**src/mlbd_pkg.sv**
```systemverilog
// ----------------------------------------------------------------------------
// mlbd_pkg
// Shared types, widths and register codes of the mip level box downsampler.
// ----------------------------------------------------------------------------
package mlbd_pkg;

	localparam int MAX_WIDTH_DEF = 4096;

	localparam int CHAN_W   = 8;
	localparam int NUM_CHAN = 4;
	localparam int PAIR_W   = CHAN_W + 1;
	localparam int SUM_W    = PAIR_W + 1;
	localparam int LINE_W   = NUM_CHAN * PAIR_W;

	localparam int WIDTH_REG_W  = 13;
	localparam int HEIGHT_W     = 16;
	localparam int CHAN_CNT_W   = 3;
	localparam int CFG_DATA_W   = 16;
	localparam int CFG_IDX_W    = 2;

	localparam logic [CFG_IDX_W-1:0] CFG_SOURCE_WIDTH  = 2'd0;
	localparam logic [CFG_IDX_W-1:0] CFG_SOURCE_HEIGHT = 2'd1;
	localparam logic [CFG_IDX_W-1:0] CFG_CHANNEL_COUNT = 2'd2;

	typedef logic [NUM_CHAN-1:0][CHAN_W-1:0] pix_t;
	typedef logic [NUM_CHAN-1:0][PAIR_W-1:0] pair_t;
	typedef logic [NUM_CHAN-1:0][SUM_W-1:0]  sum_t;

	typedef struct packed {
		logic [WIDTH_REG_W-1:0] w_last;
		logic [WIDTH_REG_W-2:0] ow_last;
		logic                   w_one;
		logic [HEIGHT_W-1:0]    h_last;
		logic [HEIGHT_W-2:0]    oh_last;
		logic                   h_one;
		logic [CHAN_CNT_W-1:0]  chan_cnt;
	} geom_t;

	typedef struct packed {
		logic rd;
		logic last;
	} ctl_t;

endpackage

```
**src/mlbd_back.sv**
```systemverilog
// ----------------------------------------------------------------------------
// mlbd_back
// Vertical sum, averaging, channel masking and the output register.
// ----------------------------------------------------------------------------
module mlbd_back (
	input  logic                             clk,
	input  logic                             arst_n,
	input  logic                             valid_s1,
	input  mlbd_pkg::ctl_t                   ctl_s1,
	input  mlbd_pkg::pair_t                  pair_s1,
	input  mlbd_pkg::pair_t                  line_data,
	input  logic [mlbd_pkg::CHAN_CNT_W-1:0]  chan_cnt,
	input  logic                             out_ready,
	output logic                             ready_s1,
	output logic                             out_valid,
	output mlbd_pkg::pix_t                   out_pix,
	output logic                             out_last
);
	import mlbd_pkg::*;

	sum_t sum;
	pix_t avg;
	logic out_valid_q;
	pix_t out_pix_q;
	logic out_last_q;

	always_comb begin
		for (int i = 0; i < NUM_CHAN; i++) begin
			if (ctl_s1.rd) begin
				sum[i] = {1'b0, line_data[i]} + {1'b0, pair_s1[i]};
			end else begin
				sum[i] = {pair_s1[i], 1'b0};
			end
			avg[i] = (CHAN_CNT_W'(i) < chan_cnt) ? sum[i][SUM_W-1:2] : '0;
		end
	end

	assign ready_s1 = !out_valid_q || out_ready;

	always_ff @(posedge clk or negedge arst_n) begin
		if (!arst_n) begin
			out_valid_q <= 1'b0;
		end else if (ready_s1) begin
			out_valid_q <= valid_s1;
		end
	end

	always_ff @(posedge clk) begin
		if (valid_s1 && ready_s1) begin
			out_pix_q  <= avg;
			out_last_q <= ctl_s1.last;
		end
	end

	assign out_valid = out_valid_q;
	assign out_pix   = out_pix_q;
	assign out_last  = out_last_q;
endmodule

```
**config.mk**
```make
export PLATFORM = sky130hd
export DESIGN_NAME = mlbd_back
export DESIGN_NICKNAME = d
export VERILOG_FILES = /design/src/mlbd_pkg.sv /design/src/mlbd_back.sv
export SDC_FILE = /design/constraint.sdc
export NUM_CORES = 1
export LEC_CHECK = 0
export BUFFER_PORTS_ARGS = -buffer_cell sky130_fd_sc_hd__buf_2
export CORE_UTILIZATION = 30
export DETAILED_ROUTE_END_ITERATION = 8
export PLACE_DENSITY = 0.6
export SYNTH_ARGS = -nofsm -noshare
export SYNTH_HDL_FRONTEND = slang
export SYNTH_SLANG_ARGS = --single-unit
export TNS_END_PERCENT = 5
```
**constraint.sdc**
```tcl
create_clock -name clk -period 1.6 [get_ports clk]
set_input_delay 0.32 -clock clk [delete_from_list [all_inputs] [get_ports clk]]
set_output_delay 0.32 -clock clk [all_outputs]
set_load 0.01 [all_outputs]
```
==> metrics.csv <==
metric;value;unit
status;finished clean;
clock sink count;34;
multi-input logic area;0.00188;sq mm
Final Max Tran Viols;0;
Worst setup SP type;primary input;
Yosys warning count;0;
share of cells above drive strength 1;47.5;%
R2R setup slack;0.30;ns
unrepaired setup endpoints after global routing;true;
post-route insts no fill;554;
reg2reg end;out_pix[4];
FP Rows;33;
final period utilization;99.9;%
Layout Skew;0.00794;ns
Critical Path, Cell by Cell;buf_2 -> ha_4 -> a211oi_2 -> o21bai_1 -> a211oi_2 -> nor3_1 -> o31a_1;
largest net degree at the start of global routing;34;
DRC;0;
Synth top area share;37.4;%
sequential area share after synthesis;38.3;%
Worst-Skew Late Latency;0.29;ns
static leakage;1.85;nW
Initial Utilization;31.6;%
Fillers;819;
Overall Power;0.00299;W
Worst Path Max Fanout;3;
CTS tree;built;
Syn Area/Cell;9.75;sq um
Setup violations, final;0;
CP bufs+invs;1;
initial antenna violation count;1;
worst setup path startpoint;pair_s1[13];
die width;96.0;microns
cell with the most instances after synthesis;edfxtp_1;
nets@finish;560;
WL per Instance;13.9;microns
worst r2r src;out_valid;
total wire length;7.67;mm
Peak VDD IR;0.276;mV
num ports;116;
core area;0.00838;sq mm
most common flop cell mapped by yosys;edfxtp_1;
Worst-path clk slew;0.07;ns
Slew headroom;68.6;%
synth cell count leaders;33 x edfxtp_1, 32 x ha_1, 24 x nand2_1, 20 x a21oi_1, 17 x nor2_1;
CTS buffer count;5;
Slowest cell on crit path;a211oi_2;
First-pass DRT Iterations;4;
grt ovf;0;
GP Congestion;0.824;
Iteration-0 DRC Markers;68;
delay-heaviest family, CP;compound AO/OA/AOI/OAI gates;
Layout area overhead;58.7;%
cell area after synthesis;0.00265;sq mm
GRT Total Usage;16.6;%
critical path capture point;out_pix[15];
Post-synth ARST share;2.94;%
root buffer cell;clkbuf_8;
Least-Margin Pin Slew;0.471;ns
# Max-Cap Violations;0;
fmax;0.626;GHz
max incr delay on CP;0.29;ns
Setup CP Type;primary input to register;
Reg area;0.00102;sq mm
Synth cell types;45;
CTS H-tree lvls;2;
synth top area cells;edfxtp_1 37%, ha_1 15%, a21oi_1 3.8%;
global-route wire length before repair;11.7;mm
DP HPWL;5.99;mm
Post-Place Cells;543;
Hold Crit Class;primary input to register;
Top cell by count, worst path;a211oi_2;
number of synthesized register bits;34;
detailed-route vias per instance;5.03;
Hold WS;0.203;ns
final core occ;50.2;%
vias in the first global route;2661;
Tmin final;1.60;ns
Worst Path Arrival;1.64;ns
Post-synth EDFFs;33;
Cells after Synth;272;
Hold Violations, Final;0;
antenna viol nets, final;0;
Die ar.;0.00922;sq mm
post-synth net total;385;
leading area contributor after synthesis;edfxtp_1;
chip height;96.0;microns
Critical Path Stages;7;
clk buf depth;2;
CP endpoint kind;register;
cell count of the worst reg-to-reg path;2;
PwrDens;711;mW/mm^2
port bufs;115;
Critical Path RT;1.65;ns
Via Count;2787;
==> cell usage in the layout, fill, tap and decap left out, types with 3 or more instances in the layout <==
cell and n:
a21o_1 7, mux2i_1 5, inv_1 5, buf_4 59, o21a_1 7, xnor2_1 10, a21oi_1 14, nor3b_1 4
clkbuf_8 5, buf_2 111, nor2_1 17, ha_4 13, nor3_1 9, nand2_1 24, nand4_1 6, nand3_1 7
edfxtp_1 33, nor2b_1 3, buf_6 4, a31oi_1 7, a21oi_2 6, nand2b_1 5, o21ai_0 11, xor2_1 8
ha_1 19, a2111oi_4 3, o22ai_1 8
==> timing repair <==
action                                  4_1_cts  5_1_grt
hold buffers                                  1        0
setup buffers                                 0        1
gates resized for setup                       4       28
pin swaps                                     3       15
endpoints found under the hold margin         1        0
endpoints found under the setup margin        6       47
==> worst min path at each step <==
stage               startpoint  depth (start not counted)  slack (ns)        end
global placement        arst_n                          1         0.1  out_valid
finish               ctl_s1[0]                          1        0.20   out_last
CTS                  ctl_s1[0]                          1        0.19   out_last
detailed placement      arst_n                          1         0.1  out_valid
floorplan               arst_n                          0        0.02  out_valid
global route         ctl_s1[0]                          1        0.19   out_last
==> per-layer routing <==
| metal | part of all wire, % | wire (microns) | global-route usage [%] | vias up |
|---|---|---|---|---|
| met5 | 0 | 0 | 0 | - |
| met4 | 2.0 | 154 | 6.84 | 0 |
| met3 | 6.5 | 498 | 3.95 | 13 |
| met2 | 49 | 3770 | 28.6 | 89 |
| met1 | 42 | 3250 | 19.7 | 1285 |
| li1 | - | - | - | 1400 |
==> where the power goes <==
group / internal, W / switching, W / total [W]
Combinational: 0.000570 / 0.000528 / 0.00110
Clock: 0.000467 / 0.000334 / 0.000801
Sequential: 0.00108 / 0.0000182 / 0.00109
Total: 0.00211 / 0.000880 / 0.00299
==> area by class of cell <==
cell class,count,area share [%]
well taps,105,3.12
diodes,1,0.0594
clock inverters,1,0.713
repair buffers,175,25.0
clock buffers,7,1.81
flip-flops and latches,34,24.1
multi-input cells,226,44.7
inverters,5,0.446
==> metrics by stage <==
step	setup TNS [ns]	area [sq um]	worst slack [ns]
detailed placement	-7.54	3840	-0.410
floorplan	-1.30	2720	-0.200
finish	0	4210	0.00223
global placement	-6.21	3840	-0.362
CTS	-0.131	4000	-0.0512
global route	-0.413	4210	-0.0820
==> sequential cells by signal, indices dropped and copies added, names as in the netlist <==
| register | count |
|---|---|
| out_pix | 32 |
| out_valid | 1 |
| out_last | 1 |
==> kinds of logic (layout without fill, tap and decap cells) <==
kind of cell / after synthesis / in the layout / synth area share (%)
other: 0 / 1 / 0
XOR/XNOR: 18 / 18 / 5.94
AO/OA/AOI/OAI: 81 / 81 / 19.7
flip-flops: 34 / 34 / 38.3
AND/OR/NAND/NOR: 90 / 90 / 17.3
multiplexers: 5 / 5 / 1.89
adder cells (fa/ha/maj): 32 / 32 / 15.1
buffers and inverters: 12 / 188 / 1.75
(Power assumes the default switching activity.)
