==> src/mlbd_pkg.sv <==
// ----------------------------------------------------------------------------
// mlbd_pkg
// Shared types, widths and register codes of the mip level box downsampler.
// ----------------------------------------------------------------------------
package mlbd_pkg;

	localparam int MAX_WIDTH_DEF = 4096;

	localparam int CHAN_W   = 8;
	localparam int NUM_CHAN = 4;
	localparam int PAIR_W   = CHAN_W + 1;
	localparam int SUM_W    = PAIR_W + 1;
	localparam int LINE_W   = NUM_CHAN * PAIR_W;

	localparam int WIDTH_REG_W  = 13;
	localparam int HEIGHT_W     = 16;
	localparam int CHAN_CNT_W   = 3;
	localparam int CFG_DATA_W   = 16;
	localparam int CFG_IDX_W    = 2;

	localparam logic [CFG_IDX_W-1:0] CFG_SOURCE_WIDTH  = 2'd0;
	localparam logic [CFG_IDX_W-1:0] CFG_SOURCE_HEIGHT = 2'd1;
	localparam logic [CFG_IDX_W-1:0] CFG_CHANNEL_COUNT = 2'd2;

	typedef logic [NUM_CHAN-1:0][CHAN_W-1:0] pix_t;
	typedef logic [NUM_CHAN-1:0][PAIR_W-1:0] pair_t;
	typedef logic [NUM_CHAN-1:0][SUM_W-1:0]  sum_t;

	typedef struct packed {
		logic [WIDTH_REG_W-1:0] w_last;
		logic [WIDTH_REG_W-2:0] ow_last;
		logic                   w_one;
		logic [HEIGHT_W-1:0]    h_last;
		logic [HEIGHT_W-2:0]    oh_last;
		logic                   h_one;
		logic [CHAN_CNT_W-1:0]  chan_cnt;
	} geom_t;

	typedef struct packed {
		logic rd;
		logic last;
	} ctl_t;

endpackage

==> src/mlbd_cfg.sv <==
// ----------------------------------------------------------------------------
// mlbd_cfg
// Configuration registers, kept in the normalised form the datapath uses.
// ----------------------------------------------------------------------------
module mlbd_cfg #(
	parameter int MAX_WIDTH = mlbd_pkg::MAX_WIDTH_DEF
) (
	input  logic                             clk,
	input  logic                             arst_n,
	input  logic                             cfg_we,
	input  logic [mlbd_pkg::CFG_IDX_W-1:0]   cfg_index,
	input  logic [mlbd_pkg::CFG_DATA_W-1:0]  cfg_data,
	output mlbd_pkg::geom_t                  geom,
	output logic                             restart
);
	import mlbd_pkg::*;

	geom_t                  geom_q;
	logic [WIDTH_REG_W-1:0] w_raw, w_eff, ow, ow_m1;
	logic [HEIGHT_W-1:0]    h_raw, h_eff, oh, oh_m1;
	logic [CHAN_CNT_W-1:0]  c_raw, c_eff;

	always_comb begin
		w_raw = cfg_data[WIDTH_REG_W-1:0];
		w_eff = (w_raw == '0) ? WIDTH_REG_W'(1) : w_raw;
		if (32'(w_eff) > MAX_WIDTH) begin
			w_eff = WIDTH_REG_W'(MAX_WIDTH);
		end
		ow    = ((w_eff >> 1) == '0) ? WIDTH_REG_W'(1) : (w_eff >> 1);
		ow_m1 = ow - 1'b1;

		h_raw = cfg_data[HEIGHT_W-1:0];
		h_eff = (h_raw == '0) ? HEIGHT_W'(1) : h_raw;
		oh    = ((h_eff >> 1) == '0) ? HEIGHT_W'(1) : (h_eff >> 1);
		oh_m1 = oh - 1'b1;

		c_raw = cfg_data[CHAN_CNT_W-1:0];
		if (c_raw == '0) begin
			c_eff = CHAN_CNT_W'(1);
		end else if (c_raw > CHAN_CNT_W'(NUM_CHAN)) begin
			c_eff = CHAN_CNT_W'(NUM_CHAN);
		end else begin
			c_eff = c_raw;
		end
	end

	always_comb begin
		restart = cfg_we && (cfg_index == CFG_SOURCE_WIDTH ||
			cfg_index == CFG_SOURCE_HEIGHT || cfg_index == CFG_CHANNEL_COUNT);
	end

	always_ff @(posedge clk or negedge arst_n) begin
		if (!arst_n) begin
			geom_q.w_last   <= '0;
			geom_q.ow_last  <= '0;
			geom_q.w_one    <= 1'b1;
			geom_q.h_last   <= '0;
			geom_q.oh_last  <= '0;
			geom_q.h_one    <= 1'b1;
			geom_q.chan_cnt <= CHAN_CNT_W'(NUM_CHAN);
		end else if (cfg_we) begin
			unique case (cfg_index)
				CFG_SOURCE_WIDTH: begin
					geom_q.w_last  <= w_eff - 1'b1;
					geom_q.ow_last <= ow_m1[WIDTH_REG_W-2:0];
					geom_q.w_one   <= (w_eff == WIDTH_REG_W'(1));
				end
				CFG_SOURCE_HEIGHT: begin
					geom_q.h_last  <= h_eff - 1'b1;
					geom_q.oh_last <= oh_m1[HEIGHT_W-2:0];
					geom_q.h_one   <= (h_eff == HEIGHT_W'(1));
				end
				CFG_CHANNEL_COUNT: begin
					geom_q.chan_cnt <= c_eff;
				end
				default: begin
				end
			endcase
		end
	end

	assign geom = geom_q;
endmodule

==> config.mk <==
export PLATFORM = sky130hd
export DESIGN_NAME = mlbd_cfg
export DESIGN_NICKNAME = d
export VERILOG_FILES = /design/src/mlbd_pkg.sv /design/src/mlbd_cfg.sv
export SDC_FILE = /design/constraint.sdc
export NUM_CORES = 1
export LEC_CHECK = 0
export ABC_CLOCK_PERIOD_IN_PS = 1650
export BUFFER_PORTS_ARGS = -buffer_cell sky130_fd_sc_hd__buf_4
export CAP_MARGIN = 20
export CORE_MARGIN = 1
export CORE_UTILIZATION = 50
export DETAILED_ROUTE_END_ITERATION = 10
export PLACE_DENSITY = 0.75
export SLEW_MARGIN = 25
export SYNTH_ARGS = -nofsm -noshare
export SYNTH_HDL_FRONTEND = slang
export SYNTH_SLANG_ARGS = --single-unit
export TNS_END_PERCENT = 10
==> constraint.sdc <==
create_clock -name clk -period 1.65 [get_ports clk]
set_clock_uncertainty 0.05 [all_clocks]
set_input_delay 0.2475 -clock clk [delete_from_list [all_inputs] [get_ports clk]]
set_output_delay 0.2475 -clock clk [all_outputs]
set_load 0.01 [all_outputs]
==> impl_metrics.py, run 1 <==
metrics = {
    "sta": {
        "worst_pin_slew_ns": 0.454,
        "fin_ws_ns": 0.00754,
        "rsz0062_at_grt": "yes",
        "slew_violations": 0,
        "relSlewSlack_pct": 69.6,
        "hold_ws_ns": 0.151,
        "fmax_mhz": 609,
        "fin_crit_sh_pct": 99.5,
        "fin_tns_setup_ns": 0,
        "fin_crit_ns": 1.64,
        "hold_violations": 0,
        "setup_viol": 0,
    },
    "power_and_ir_drop": {
        "p_sw_share_pct": 31.3,
        "p_comb_share_pct": 28.8,
        "switching_power_w": 0.00145,
        "clkPwrFrac_pct": 30.6,
        "leakage_nw": 2.38,
        "ir_drop_uv": 568,
        "internal_power_w": 0.00318,
        "sequentialPowerShare_pct": 40.6,
        "power_density_nw_per_um2": 892,
    },
    "cells_and_area": {
        "fin_nets": 574,
        "area_growth_pct": 49.8,
        "design_area_um2": 5190,
        "drive_gt1_share_pct": 42.0,
        "largest_reg_flops": 61,
        "antennaDiodeCount": 0,
        "n_fill_cell": 464,
        "final_util_pct": 79.4,
    },
    "route": {
        "first_iter_violations": 332,
        "top_layer": "met4",
        "wl_met3_um": 685,
        "wl_met1_um": 4920,
        "dr.pass1.iters": 5,
        "via_per_inst": 5.66,
        "wl_per_cell_um": 18.2,
        "detail-route-antenna-nets": 0,
        "drc_errors": 0,
        "dr_wl_met2_um": 5520,
        "postRouteWirelength_um": 11500,
        "via_count": 3562,
    },
    "worst_setup_path": {
        "path_max_fanout": 10,
        "critical_path.top_delay_family": "simple AND/OR/NAND/NOR gates",
        "path_class": "primary input to register",
        "path_cells": "buf_4 > or4_4 > nor3_4 > o21ai_2 > ha_4 > nand2_1 > nand3_1 > a31oi_1 > a21o_1",
        "worstSetupStartpointType": "primary input",
        "r2r_slack_ns": 0.83,
        "cp.arrival_ns": 1.89,
        "crit_path_end_kind": "register",
        "crit_buf_inv": 1,
        "worstPathRequired_ns": 1.90,
        "crit_slowest_cell": "or4_4",
        "cpPeakStageDelay_ns": 0.59,
    },
    "synth": {
        "ys_warn_count": 0,
        "synthCells": 395,
        "seq_area_frac_synth_pct": 44.2,
        "synth_cell_type_count": 55,
        "synth-async-reset-ratio_pct": 100,
        "synth-seq-cells": 61,
        "syn_area_per_cell_um2": 8.76,
        "syn_nets": 422,
        "synth_edf_count": 0,
        "syn-cell-area_um2": 3460,
        "synth_top_flop_cell": "dfrtp_1",
    },
    "place": {
        "dp_hpwl_um": 8610,
        "dpl_cell_area_um2": 4810,
        "gp_congestion": 0.940,
        "dp_slack_ns": -0.494,
        "placement.io_buffers": 82,
    },
    "global_route": {
        "antenna_found_initial": 0,
        "grt_util_all_layers_pct": 33.2,
        "grt_pass1_vias": 3521,
        "grt_overflow": 0,
        "grt_first_pass_wirelength_um": 18000,
        "grt_max_degree": 55,
    },
    "floorplan": {
        "initial_core_util_pct": 53.0,
        "die_h_um": 85.2,
        "rows": 29,
        "fp.dieArea_um2": 7260,
        "io_pins": 83,
        "fp.coreArea_um2": 6530,
        "die_w_um": 85.2,
    },
    "cts": {
        "cts_tree": "done",
        "cts-root-buf": "clkbuf_8",
        "numCtsBuffers": 9,
        "worstSkewPairLatency_ns": 0.35,
        "cts_htree_levels": 3,
        "cts.sinks": 61,
        "clkTransAtPathRegs_ns": 0.08,
        "cts_max_path_buffers": 2,
    },
    "run": {
        "drv_cap": 0,
    },
    "status": {
        "status": "completed",
    },
    "min_path": {
        "hold_class": "primary input to register",
    },
}
## metal layers
metal	vias up	GRT usage, %
li1	1695	-
met5	-	0
met3	29	5.93
met4	0	14.2
met1	1671	43.2
met2	167	54.7
## through the flow
stage / total power [W] / cells
2_1_floorplan: 0.00245 / 395
3_3_place_gp: 0.00316 / 610
3_5_place_dp: 0.00319 / 610
4_1_cts: 0.00462 / 627
5_1_grt: 0.00483 / 629
6_report: 0.00463 / 629
## final timing paths
kind / depth (start not counted) / end / from
worst max register to register: 2 / geom[55]$_DFFE_PN0P_ / geom[55]$_DFFE_PN0P_
min in group asynchronous: 2 / geom[19]$_DFFE_PN0P_ / arst_n
max in group asynchronous: 3 / geom[41]$_DFFE_PN0P_ / arst_n
worst max-delay path: 9 / geom[40]$_DFFE_PN0P_ / cfg_data[10]
worst min-delay path: 3 / geom[34]$_DFFE_PN0P_ / cfg_data[15]
worst min register to register: 2 / geom[3]$_DFFE_PN1P_ / geom[3]$_DFFE_PN1P_
## Yosys cell counts, drive strengths merged (8+ instances only)
library cell	number	area, um^2
nand2	70	265
dfrtp	58	1450
o21ai	52	260
clkbuf	23	86.3
nor2	23	86.3
nand3	18	90.1
a21oi	15	75.1
xor2	13	114
nor3	12	75.1
xnor2	12	105
buf	8	47.5
inv	8	30.0
## power by group through the flow
stage	Combinational (W)	Clock (W)	Sequential (W)
2_1_floorplan	0.000443	0	0.00201
3_3_place_gp	0.00126	0	0.00190
3_5_place_dp	0.00129	0	0.00190
4_1_cts	0.00132	0.00143	0.00188
5_1_grt	0.00144	0.00149	0.00190
6_report	0.00133	0.00142	0.00188
## worst min-delay path, delay by kind of cell
family,cells,cell delay [ns]
buf+inv,1,0.12
compound gates,2,0.14
## what timing repair did
action                                 CTS  global route
pin swaps                                4             9
hold buffers                             1             0
resized for setup                       10            18
endpoints found under the hold margin   25             0
buffers inserted                         0             2
setup endpoints to repair               23            24
## layout by cell type (no fill, tap or decap), drive strengths merged, types with 5 or more instances in the layout
cell | Yosys | routed
o31ai | 5 | 5
buf | 8 | 171
ha | 6 | 6
o21ai | 52 | 52
nor4 | 7 | 7
nor3 | 12 | 12
a31oi | 5 | 5
dfrtp | 58 | 58
nand4 | 5 | 5
nor2 | 23 | 23
xnor2 | 12 | 12
a21oi | 15 | 15
clkbuf | 23 | 11
xor2 | 13 | 13
nand3 | 18 | 18
nand2 | 70 | 70
inv | 8 | 8
## kinds of logic (layout without fill, tap and decap cells)
kind of cell / after synthesis / after routing / synth area share, %
and+or+nand+nor: 152 / 152 / 21.7
AOI/OAI and AO/OA: 105 / 105 / 18.7
DFF: 61 / 61 / 44.2
buffers and inverters: 39 / 196 / 4.73
xor gates and xnor gates: 25 / 25 / 6.32
muxes: 7 / 7 / 2.17
adders and majority gates: 6 / 6 / 2.17
## area by class of cell
class                   instances  area (um^2)  area share (%)
multi-input cells             295         1980            38.1
inverters                       8         30.0           0.579
clock buffers                  11          151            2.92
flip-flops and latches         61         1530            29.5
well taps                      77         96.3            1.86
clock inverters                 5         58.8            1.13
repair buffers                172         1340            25.9
No activity file was read; power rests on OpenSTA's default activity.
==> inputs of run 2 (changes only) <==
- CORE_UTILIZATION: 50 -> 58
- GPL_TIMING_DRIVEN: default -> 0
- PLACE_DENSITY: 0.75 -> 0.85
==> run 2 against run 1 <==
  * The run now ends with setup timing left
  * Wire length increased by 1.6%
  * Final area down 6.3%
  * Sequential power barely moved
  * Clock power shrank 6%
  * Total power shrank 2.5%
  * Utilization is 6.7 points higher
  * Hold slack worse by 0.013 ns
  * Non-clock buffer count down 44
  * Clock-buffer cell count is 1 higher
  * Critical path type unchanged
  * Critical endpoint is now geom[31]$_DFFE_PN0P_
  * Highest routed layer unchanged
==> impl_metrics.py, run 2 (synthesis results as in run 1) <==
metrics = {
    "cts": {
        "clkTransAtPathRegs_ns": 0.07,
        "worstSkewPairLatency_ns": 0.34,
        "numCtsBuffers": 9,
        "cts_htree_levels": 3,
        "cts_tree": "done",
        "cts-root-buf": "clkbuf_8",
        "cts.sinks": 61,
        "cts_max_path_buffers": 2,
    },
    "route": {
        "drc_errors": 0,
        "via_count": 3712,
        "first_iter_violations": 352,
        "detail-route-antenna-nets": 0,
        "dr.pass1.iters": 5,
        "postRouteWirelength_um": 11700,
        "wl_per_cell_um": 20.1,
        "via_per_inst": 6.40,
    },
    "global_route": {
        "grt_first_pass_wirelength_um": 18600,
        "grt_max_degree": 62,
        "grt_pass1_vias": 3722,
        "antenna_found_initial": 0,
        "grt_util_all_layers_pct": 39.9,
        "grt_overflow": 0,
    },
    "place": {
        "dpl_cell_area_um2": 4250,
        "placement.io_buffers": 77,
        "dp_hpwl_um": 7800,
        "gp_congestion": 0.928,
    },
    "sta": {
        "fin_crit_sh_pct": 104,
        "hold_ws_ns": 0.138,
        "setup_viol": 10,
        "relSlewSlack_pct": 48.8,
        "rsz0062_at_grt": "yes",
        "fmax_mhz": 583,
        "fin_ws_ns": -0.0664,
        "worst_pin_slew_ns": 0.768,
        "fin_crit_ns": 1.72,
        "slew_violations": 0,
        "hold_violations": 0,
    },
    "floorplan": {
        "fp.dieArea_um2": 6280,
        "fp.coreArea_um2": 5640,
        "io_pins": 83,
        "die_w_um": 79.3,
        "initial_core_util_pct": 61.4,
        "die_h_um": 79.3,
        "rows": 27,
    },
    "run": {
        "drv_cap": 0,
    },
    "cells_and_area": {
        "drive_gt1_share_pct": 36.2,
        "mostFrequentLayoutCells": "buf_4, nand2_1, dfrtp_1, o21ai_1",
        "area_growth_pct": 40.3,
        "antennaDiodeCount": 0,
        "largest_reg_flops": 61,
        "final_common_cell": "buf_4",
        "fin_nets": 530,
        "design_area_um2": 4860,
    },
    "worst_setup_path": {
        "crit_path_end_kind": "register",
        "worstPathRequired_ns": 1.81,
        "worstSetupStartpointType": "primary input",
        "path_class": "primary input to register",
        "cp.arrival_ns": 1.88,
        "path_max_fanout": 7,
    },
    "power_and_ir_drop": {
        "ir_drop_uv": 817,
        "power_density_nw_per_um2": 928,
        "leakage_nw": 2.13,
    },
    "status": {
        "violations": "setup timing",
        "status": "finished, violations left",
    },
    "min_path": {
        "hold_class": "primary input to register",
    },
}
[run 2: worst max-delay path, stage by stage]
cell and delay, ns:
buf_4 0.15, nor4_4 0.39, and3_4 0.28, a21o_1 0.16
inv_2 0.06, ha_4 0.19, nand3_4 0.07, nor2_2 0.05
xnor2_1 0.16, o21ai_1 0.10
[run 2: power by group]
part / internal, W / switching [W] / leakage, nW
combinational: 0.000606 / 0.000681 / 1.29
sequential: 0.00174 / 0.000144 / 0.738
clock: 0.000735 / 0.000602 / 0.0964
[run 2: final cells by class]
type	count	area, um^2
buffer	28	198
multi-input combinational	295	2030
fill	294	785
inverter	8	37.5
clock buffer	12	145
tap	72	90.1
sequential	61	1530
clock inverter	4	47.5
timing repair buffer	100	779
[run 2: what timing repair did]
action	CTS	global route
buffers inserted	20	1
pin swaps	22	12
endpoints found under the hold margin	58	0
hold buffers	1	0
gates cloned	1	0
gates resized for setup	56	23
setup endpoints to repair	41	34
[run 2: path summary, 6_finish.rpt]
kind | slack (ns) | to | start | cells past startpoint
max | -0.07 | geom[31]$_DFFE_PN0P_ | cfg_data[12] | 10
min | 0.14 | geom[1]$_DFFE_PN0P_ | cfg_data[2] | 2
max reg2reg | 0.81 | geom[20]$_DFFE_PN0P_ | geom[20]$_DFFE_PN0P_ | 1
min reg2reg | 0.44 | geom[21]$_DFFE_PN0P_ | geom[21]$_DFFE_PN0P_ | 2
max in group asynchronous | 0.56 | geom[58]$_DFFE_PN0P_ | arst_n | 2
min in group asynchronous | 0.47 | geom[34]$_DFFE_PN0P_ | arst_n | 2
[run 2: stage by stage]
stage | total power [W] | setup slack, ns | TNS, ns | utilization, % | std cells
after detailed placement | 0.00306 | -1.01 | -30.56 | 75.2 | 544
after CTS | 0.00447 | -0.0361 | -0.168 | 84.9 | 581
after global placement | 0.00302 | -0.972 | -29.14 | 75.2 | 544
after global routing | 0.00468 | -0.132 | -1.31 | 86.1 | 580
after floorplan | 0.00245 | -0.370 | -8.31 | - | 395
final | 0.00451 | -0.0664 | -0.295 | 86.1 | 580
[run 2: metal layers]
metal | up-vias | share of wire, % | GRT usage (%)
met1 | 1758 | 37 | 47.8
met2 | 268 | 49 | 65.3
met5 | - | 0 | 0
met4 | 0 | 4.2 | 24.4
li1 | 1619 | - | -
met3 | 67 | 9.5 | 8.97
