`config.mk`:
```
export PLATFORM = sky130hd
export DESIGN_NAME = mlbd_front
export DESIGN_NICKNAME = d
export VERILOG_FILES = /design/src/mlbd_pkg.sv /design/src/mlbd_front.sv
export SDC_FILE = /design/constraint.sdc
export NUM_CORES = 1
export LEC_CHECK = 0
export ABC_CLOCK_PERIOD_IN_PS = 2400
export BUFFER_PORTS_ARGS = -buffer_cell sky130_fd_sc_hd__clkbuf_2
export CAP_MARGIN = 0
export CORE_MARGIN = 2
export CORE_UTILIZATION = 49
export CTS_BUF_LIST = sky130_fd_sc_hd__clkbuf_4
export CTS_CLUSTER_SIZE = 28
export DETAILED_ROUTE_END_ITERATION = 10
export PLACE_DENSITY = 0.8
export SLEW_MARGIN = 20
export SYNTH_ARGS = -nofsm -noshare
export SYNTH_HDL_FRONTEND = slang
export SYNTH_SLANG_ARGS = --single-unit
```
`constraint.sdc`:
```
create_clock -name clk -period 2.4 [get_ports clk]
set_input_delay 0.36 -clock clk [delete_from_list [all_inputs] [get_ports clk]]
set_output_delay 0.36 -clock clk [all_outputs]
set_load 0.005 [all_outputs]
```
`src/mlbd_pkg.sv`:
```
// ----------------------------------------------------------------------------
// mlbd_pkg
// Shared types, widths and register codes of the mip level box downsampler.
// ----------------------------------------------------------------------------
package mlbd_pkg;

	localparam int MAX_WIDTH_DEF = 4096;

	localparam int CHAN_W   = 8;
	localparam int NUM_CHAN = 4;
	localparam int PAIR_W   = CHAN_W + 1;
	localparam int SUM_W    = PAIR_W + 1;
	localparam int LINE_W   = NUM_CHAN * PAIR_W;

	localparam int WIDTH_REG_W  = 13;
	localparam int HEIGHT_W     = 16;
	localparam int CHAN_CNT_W   = 3;
	localparam int CFG_DATA_W   = 16;
	localparam int CFG_IDX_W    = 2;

	localparam logic [CFG_IDX_W-1:0] CFG_SOURCE_WIDTH  = 2'd0;
	localparam logic [CFG_IDX_W-1:0] CFG_SOURCE_HEIGHT = 2'd1;
	localparam logic [CFG_IDX_W-1:0] CFG_CHANNEL_COUNT = 2'd2;

	typedef logic [NUM_CHAN-1:0][CHAN_W-1:0] pix_t;
	typedef logic [NUM_CHAN-1:0][PAIR_W-1:0] pair_t;
	typedef logic [NUM_CHAN-1:0][SUM_W-1:0]  sum_t;

	typedef struct packed {
		logic [WIDTH_REG_W-1:0] w_last;
		logic [WIDTH_REG_W-2:0] ow_last;
		logic                   w_one;
		logic [HEIGHT_W-1:0]    h_last;
		logic [HEIGHT_W-2:0]    oh_last;
		logic                   h_one;
		logic [CHAN_CNT_W-1:0]  chan_cnt;
	} geom_t;

	typedef struct packed {
		logic rd;
		logic last;
	} ctl_t;

endpackage

```
`src/mlbd_front.sv`:
```
// ----------------------------------------------------------------------------
// mlbd_front
// Raster position, horizontal pairing and line store addressing.
// ----------------------------------------------------------------------------
module mlbd_front #(
	parameter int MAX_WIDTH = mlbd_pkg::MAX_WIDTH_DEF,
	localparam int LINE_DEPTH = MAX_WIDTH / 2,
	localparam int ADDR_W = (LINE_DEPTH > 1) ? $clog2(LINE_DEPTH) : 1
) (
	input  logic                clk,
	input  logic                arst_n,
	input  mlbd_pkg::geom_t     geom,
	input  logic                restart,
	input  logic                accept,
	input  mlbd_pkg::pix_t      pix,
	input  logic                ready_s1,
	output logic                ram_wr_en,
	output logic                ram_rd_en,
	output logic [ADDR_W-1:0]   ram_addr,
	output mlbd_pkg::pair_t     ram_wr_data,
	output logic                valid_s1,
	output mlbd_pkg::ctl_t      ctl_s1,
	output mlbd_pkg::pair_t     pair_s1
);
	import mlbd_pkg::*;

	localparam int COL_LOG = (MAX_WIDTH > 1) ? $clog2(MAX_WIDTH) : 1;
	localparam int COL_W = (COL_LOG > WIDTH_REG_W) ? WIDTH_REG_W : COL_LOG;

	logic [COL_W-1:0]       col_q;
	logic [HEIGHT_W-1:0]    row_q;
	pix_t                   held_q;

	logic [WIDTH_REG_W-1:0] ox;
	pair_t                  pair;
	logic                   have_pair, col_last, row_last;
	logic                   wr_now, rd_now, emit_now, last_now;

	always_comb begin
		ox       = WIDTH_REG_W'(col_q >> 1);
		col_last = (WIDTH_REG_W'(col_q) == geom.w_last);
		row_last = (row_q == geom.h_last);
		for (int i = 0; i < NUM_CHAN; i++) begin
			if (geom.w_one) begin
				pair[i] = {pix[i], 1'b0};
			end else begin
				pair[i] = {1'b0, held_q[i]} + {1'b0, pix[i]};
			end
		end
		have_pair = geom.w_one || col_q[0];
		emit_now  = have_pair && (geom.h_one || row_q[0]);
		wr_now    = have_pair && !geom.h_one && !row_q[0];
		rd_now    = have_pair && !geom.h_one && row_q[0];
		last_now  = (ox == {1'b0, geom.ow_last}) && (row_q[HEIGHT_W-1:1] == geom.oh_last);
	end

	assign ram_addr    = ADDR_W'(col_q >> 1);
	assign ram_wr_data = pair;
	assign ram_wr_en   = accept && wr_now;
	assign ram_rd_en   = accept && rd_now;

	always_ff @(posedge clk or negedge arst_n) begin
		if (!arst_n) begin
			col_q  <= '0;
			row_q  <= '0;
			held_q <= '0;
		end else if (restart) begin
			col_q  <= '0;
			row_q  <= '0;
			held_q <= '0;
		end else if (accept) begin
			if (!geom.w_one && !col_q[0]) begin
				held_q <= pix;
			end
			if (col_last) begin
				col_q <= '0;
				row_q <= row_last ? '0 : row_q + 1'b1;
			end else begin
				col_q <= col_q + 1'b1;
			end
		end
	end

	always_ff @(posedge clk or negedge arst_n) begin
		if (!arst_n) begin
			valid_s1 <= 1'b0;
		end else if (accept) begin
			valid_s1 <= emit_now;
		end else if (ready_s1) begin
			valid_s1 <= 1'b0;
		end
	end

	always_ff @(posedge clk) begin
		if (accept && emit_now) begin
			ctl_s1.rd   <= rd_now;
			ctl_s1.last <= last_now;
			pair_s1     <= pair;
		end
	end
endmodule

```
==> results of run 1 <==
[cell usage after synthesis, types with 3 or more instances]
| library cell | instances | area share [%] |
|---|---|---|
| ha_1 | 34 | 6.6 |
| a22o_1 | 46 | 6.3 |
| a21oi_1 | 22 | 1.7 |
| xnor2_1 | 30 | 4.1 |
| clkbuf_1 | 17 | 0.99 |
| and3_1 | 9 | 0.88 |
| xor2_1 | 43 | 5.9 |
| nor2b_1 | 20 | 1.9 |
| nand2_1 | 47 | 2.7 |
| o21ai_1 | 13 | 1.0 |
| or3_1 | 3 | 0.29 |
| a31oi_1 | 4 | 0.39 |
| o211ai_1 | 11 | 1.3 |
| inv_1 | 32 | 1.9 |
| fa_1 | 4 | 1.2 |
| nand4_1 | 9 | 0.88 |
| edfxtp_1 | 38 | 18 |
| nor2_1 | 42 | 2.5 |
| nand2b_1 | 6 | 0.58 |
| o31ai_1 | 10 | 1.2 |
| dfrtp_1 | 61 | 24 |
| buf_6 | 8 | 1.4 |
| buf_1 | 5 | 0.29 |
| nor4_1 | 12 | 1.2 |
| buf_2 | 5 | 0.39 |
| o21ai_0 | 30 | 2.3 |
| nor3_1 | 21 | 1.6 |
| nor3b_1 | 6 | 0.70 |
| nand3_1 | 13 | 1.0 |
| buf_4 | 13 | 1.5 |
| xnor2_2 | 3 | 0.76 |
[layer usage]
layer / GRT usage [%] / vias to the layer above
met2: 40.0 / 268
met1: 30.0 / 2755
met3: 4.30 / 35
met5: 0 / -
li1: - / 2737
met4: 6.99 / 0
[layout by cell type (no fill, tap or decap), types with 11 or more instances in the layout]
cell type  count
clkbuf_2     166
nor4_1        12
edfxtp_1      38
nor2b_1       16
ha_4          12
buf_4         57
nor3_1        19
nand2_1       43
clkbuf_4      11
o21ai_1       28
xnor2_1       30
o211ai_1      11
xor2_1        42
dfrtp_1       61
nor2_1        41
inv_1         26
buf_2         15
ha_1          15
a22o_1        46
[worst register-to-register path, delay by kind of cell, from the launching register on]
family / cells / cell delay (ns)
adder cells (fa/ha/maj): 2 / 0.53
flip-flops: 1 / 0.44
AND/OR/NAND/NOR: 3 / 0.38
AO/OA/AOI/OAI: 2 / 0.29
buffers and inverters: 2 / 0.18
[per-stage QoR]
| stage | hold WS (ns) | utilization (%) | setup TNS, ns |
|---|---|---|---|
| 6_report | 0.163 | 66.2 | -3.82 |
| 5_1_grt | 0.133 | 66.2 | -6.94 |
| 4_1_cts | 0.135 | 63.2 | -4.29 |
| 3_5_place_dp | 0.310 | 59.9 | -0.559 |
| 3_3_place_gp | 0.295 | 59.9 | -0.398 |
| 2_1_floorplan | 0.0644 | - | 0 |
[sequential cells by signal (all words and copies together), names as in the netlist]
register	cells
pair_s1	36
held_q	32
row_q	16
col_q	12
ctl_s1	2
valid_s1	1
[cell type report]
type                    count  share of cell area (%)
multi-input cells         465                    45.2
flip-flops and latches     99                    31.7
repair buffers            251                    17.8
well taps                 172                    2.56
inverters                  32                    1.43
clock buffers              11                   0.981
clock inverters             5                   0.357
[power by group through the flow]
stage,combinational (mW),clock [mW],sequential (mW)
floorplan,0.408,0,1.89
global placement,0.743,0,1.89
detailed placement,0.762,0,1.89
CTS,0.834,0.809,1.86
global route,1.03,0.880,1.87
finish,0.942,0.782,1.86
[final timing paths]
path                                          end  slack [ns]  cells past startpoint
setup / recovery                  ram_wr_data[35]       -0.31                     10
hold / removal             held_q[12]$_DFFE_PN0P_        0.16                      2
setup reg to reg            pair_s1[15]$_DFFE_PP_        0.37                      9
hold reg to reg              valid_s1$_DFFE_PN0P_        0.49                      1
max in group asynchronous  held_q[10]$_DFFE_PN0P_        1.31                      3
min in group asynchronous  held_q[25]$_DFFE_PN0P_        0.39                      2
[kinds of logic (layout without fill, tap and decap cells)]
logic type / Yosys count / in the layout / synth area share (%)
xor gates and xnor gates: 77 / 77 / 11.0
adders and majority gates: 38 / 38 / 7.86
and+or+nand+nor: 198 / 198 / 16.5
buffers and inverters: 80 / 299 / 6.46
DFF: 99 / 99 / 41.5
muxes: 3 / 3 / 0.486
AOI/OAI and AO/OA: 149 / 149 / 16.2
[timing repair]
item                       4_1_cts  5_1_grt
buffers inserted                 8       20
setup endpoints to repair       28       31
gates resized for setup         67       74
pin swaps                       40       53
hold buffers                     1        0
hold endpoints to repair        13        0
==> metrics.cfg, run 1 <==
[power_and_ir_drop]
irDropWorstVdd_mv = 0.202
p_leak_nw = 3.87
power.share.sequential_pct = 51.9
total_power_mw = 3.59
netSwitchingPower_mw = 1.08
cell_internal_pwr_mw = 2.51
pwr-share-clk_pct = 21.8
switching_share_pct = 30.0
p_per_area_mw_per_mm2 = 426
p_comb_share_pct = 26.3

[global_routing]
pin_count_of_the_biggest_net_entering_global_routing = 48
number_of_global_route_vias_before_repair = 5463
grt_util_all_layers_pct = 23.3
antenna_found_initial = 0
grt_first_pass_wirelength_um = 26600
grt_remaining_overflow = 0

[floorplan]
area_enclosed_by_the_die_boundary_mm2 = 0.0141
die_width_um = 119
core_mm2 = 0.0127
die_y_um = 119
initial_core_util_pct = 50.6
floorplan.io_pins = 186
rows = 41

[clock_network]
cts-root-to-sink-buffers = 2
cts.htree.levels = 3
clkSlewWorstSetupHoldPaths_ns = 0.16
latest_clock_arrival_within_the_worst_skew_pair_ns = 0.44
cts.sinks = 99
cts-buffers-inserted = 9
root_buffer = clkbuf_4
clock_tree_from_tritoncts = yes

[drt]
routed-wl-met3_um = 1190
antenna_violating_nets_post_route = 0
dr_wl_met2_um = 8500
drt-pass1-iter-count = 7
detail_route.wirelength.met1_um = 7180
highest-signal-layer = met4
drc = 0
avgViaCountPerCell = 5.60
detail_route.wl_per_cell_um = 16.7
route.final.wire_length_um = 17300
num_vias = 5795
detailedRoute.firstIterationViolations = 394

[synthesis]
gate_count_post_synth = 644
ys_warn_count = 0
postSynthRegisterBits = 99
synth-async-reset-ratio_pct = 61.6
synth_edf_count = 38
synthDistinctLibCells = 49
synthesis.nets = 780
synth_area_per_cell_um2 = 9.99
syn-cell-area_mm2 = 0.00643
synth_flop_cell = dfrtp_1
seq_total_area_yosys_pct = 41.5

[worst_setup_path]
critPathKind = reg2out
cp_data_arrival_time_ns = 2.35
worstSetupStartpoint = held_q[24]$_DFFE_PN0P_
crit_required_ns = 2.04
critical_path_buf_inv_count = 3
critical_path.max_stage_delay_ns = 0.39
critical_path_peak_fanout = 3
cpMaxStageDelayCell = dfrtp_1
crit_path_end_kind = output port
rr_startpoint = held_q[8]$_DFFE_PN0P_
chain_of_cells_forming_the_critical_path = ha_2 > inv_2 > fa_2 > nor2b_2 > o21ai_2 > a21boi_2 > buf_4 > o311ai_4 > a21oi_2 > buf_2
critical-path-top-delay-family = adder cells
worstSetupStartpointType = flip-flop

[timing]
timing_worst_slew_pin_value_ns = 0.471
ratio_of_final_minimum_period_to_clock_period_pct = 113
clock-skew-final_ns = 0.0195
setup_viol = 21
grt_setup_unrepaired = true
relative_slew_margins_pct = 68.3
min_period_ns = 2.71
drv_slew = 0
max_freq_ghz = 0.369
postLayoutSetupSlackWorst_ns = -0.312
number_of_endpoints_with_negative_hold_slack_in_the_final_report = 0

[finish]
sequential_cell_area_mm2 = 0.00267
nets = 994
postLayoutCellArea_mm2 = 0.00842
layout.cells.non_filler = 1035
n_fill_cell = 1020
layout-drive-gt1-share_pct = 41.3
ant_cells = 0
area_growth_pct = 31.0
multiInputGateArea_mm2 = 0.00381

[placement]
routabilityCongestion = 0.857
io_buffers = 182
placed_area_mm2 = 0.00763
detailed_placer_s_ending_hpwl_um = 11800
setup_slack_at_placement_ns = -0.178
dp.cells = 993

[job]
timing.max_cap.violations = 0

[outcome]
violations_in_the_final_reports = negative setup slack
status = complete, but fails checks

[hold_path]
worst_hold_startpoint = pix[12]
hold_path.class = in2reg

No activity file was read; power rests on OpenSTA's default activity.
==> run 2, diff against run 1 <==
CORE_MARGIN = 5   (was 2)
==> run 2 against run 1 <==
  * The run still ends with negative setup slack left
  * Flip-flop and latch count stayed put
  * Cell count is 0.19% lower
  * Design area is 1.1% higher
  * Count of clock-buffer cells in the layout is 1 lower
  * Maximum frequency is 1.0% lower
  * Critical path depth stayed put
  * Non-clock buffer count is 2 lower
  * Largest power group unchanged
==> metrics.cfg, run 2 (synthesis results as in run 1) <==
[power_and_ir_drop]
p_per_area_mw_per_mm2 = 449
p_leak_nw = 3.89
total_power_mw = 3.82
irDropWorstVdd_mv = 0.283

[worst_setup_path]
critPathKind = reg2out
chain_of_cells_forming_the_critical_path = ha_4 > inv_2 > fa_2 > nor2b_2 > o21ai_2 > a21oi_2 > buf_4 > o211ai_1 > nand3_2 > clkbuf_2
worstSetupStartpoint = held_q[8]$_DFFE_PN0P_
critical_path.max_stage_delay_ns = 0.42
capturing_element_of_the_worst_setup_path = ram_wr_data[15]
cp_data_arrival_time_ns = 2.38
critical-path-top-delay-family = adder cells
rr_startpoint = held_q[16]$_DFFE_PN0P_
rrSetupSlack_ns = 0.25
worstSetupStartpointType = flip-flop
timing.reg2reg.worst_path_depth = 10
crit_path_end_kind = output port
crit_required_ns = 2.04
critical_path_peak_fanout = 3
cpMaxStageDelayCell = dfrtp_1
cp_num_cells = 10
crit-reg2reg-capture = pair_s1[24]$_DFFE_PP_
critical_path_buf_inv_count = 3

[timing]
clock-skew-final_ns = 0.0113
ratio_of_final_minimum_period_to_clock_period_pct = 114
max_freq_ghz = 0.365
hold-worst-slack_ns = 0.154
setup_viol = 21
drv_slew = 0
number_of_endpoints_with_negative_hold_slack_in_the_final_report = 0
timing_worst_slew_pin_value_ns = 0.436
relative_slew_margins_pct = 71.0
postLayoutSetupSlackWorst_ns = -0.339
min_period_ns = 2.74
grt_setup_unrepaired = true

[clock_network]
root_buffer = clkbuf_4
cts.htree.levels = 3
cts.sinks = 99
cts-buffers-inserted = 9
clkSlewWorstSetupHoldPaths_ns = 0.15
cts-root-to-sink-buffers = 2
latest_clock_arrival_within_the_worst_skew_pair_ns = 0.46
clock_tree_from_tritoncts = yes

[drt]
detail_route.wirelength.met1_um = 7360
num_vias = 5857
detail_route.wl_per_cell_um = 17.6
drc = 0
drt-pass1-iter-count = 5
route.final.wire_length_um = 18200
avgViaCountPerCell = 5.67
dr_wl_met2_um = 8910
detailedRoute.firstIterationViolations = 458
routed-wl-met3_um = 1560
highest-signal-layer = met4
antenna_violating_nets_post_route = 0

[finish]
most-common-layout-cells = clkbuf_2, dfrtp_1, buf_4
n_fill_cell = 977
multiInputGateArea_mm2 = 0.00387
layout.cells.non_filler = 1033
area_growth_pct = 32.4
layout-drive-gt1-share_pct = 41.9
ant_cells = 0
layout_top_registers = pair_s1 x36, held_q x32, row_q x16
largest-register = pair_s1
postLayoutCellArea_mm2 = 0.00851
sequential_cell_area_mm2 = 0.00267
largest_register_ffs = 36
finalCoreUtilization_pct = 66.9
final_common_cell = clkbuf_2
nets = 992

[floorplan]
core_mm2 = 0.0127
initial_core_util_pct = 50.6
rows = 41
area_enclosed_by_the_die_boundary_mm2 = 0.0155
floorplan.io_pins = 186
die_width_um = 125
die_y_um = 125

[global_routing]
pin_count_of_the_biggest_net_entering_global_routing = 39
antenna_found_initial = 0
number_of_global_route_vias_before_repair = 5853
grt_remaining_overflow = 0
grt_util_all_layers_pct = 22.1
grt_first_pass_wirelength_um = 28600

[placement]
placed_area_mm2 = 0.00755
dp.cells = 984
routabilityCongestion = 0.849
detailed_placer_s_ending_hpwl_um = 12300
io_buffers = 182

[outcome]
violations_in_the_final_reports = negative setup slack
status = complete, but fails checks

[hold_path]
hold_path.class = in2reg

[job]
timing.max_cap.violations = 0

## run 2: cell count changes in the layout (fill, tap and decap cells not counted), sizes merged
cell    delta
bufinv     +2
buf        -2
clkbuf     -1
clkinv     -1
## run 2: timing repair
action	in CTS	in global routing
endpoints found under the hold margin	13	0
setup buffers	15	20
setup endpoints to repair	27	30
hold buffers	1	0
pin swaps	50	55
gates resized for setup	84	67
## run 2: how the worst min path moves through the flow
stage	from	end	slack, ns	cells after the start
after global placement	arst_n	held_q[24]$_DFFE_PN0P_	0.31	1
after detailed placement	arst_n	held_q[25]$_DFFE_PN0P_	0.30	1
after CTS	pix[22]	held_q[22]$_DFFE_PN0P_	0.14	2
after floorplan	arst_n	col_q[0]$_DFFE_PN0P_	0.06	0
final	pix[15]	held_q[15]$_DFFE_PN0P_	0.15	2
after global routing	pix[31]	held_q[31]$_DFFE_PN0P_	0.13	2
## run 2: layer usage
layer | track usage (%) | up-vias
met2 | 37.1 | 293
met1 | 28.3 | 2793
met4 | 6.45 | 0
met3 | 5.23 | 34
met5 | 0 | -
li1 | - | 2737
## run 2: metrics by stage
stage	setup TNS (ns)	setup slack [ns]
after global routing	-7.03	-0.476
after detailed placement	-0.667	-0.223
after global placement	-0.474	-0.171
after floorplan	0	0.147
final	-4.02	-0.339
after CTS	-3.36	-0.342
## run 2: final cells by class
type / count / area share, %
clock buffer: 10 / 0.882
sequential: 99 / 31.3
tap: 172 / 2.53
multi-input combinational: 465 / 45.5
clock inverter: 6 / 0.955
timing repair buffer: 249 / 17.3
inverter: 32 / 1.44
## run 2: power by group
part / total, mW / switching [mW] / leakage (nW) / internal (mW)
registers: 1.87 / 0.0336 / 1.19 / 1.83
logic: 0.965 / 0.508 / 2.61 / 0.457
clock network: 0.989 / 0.561 / 0.0838 / 0.428
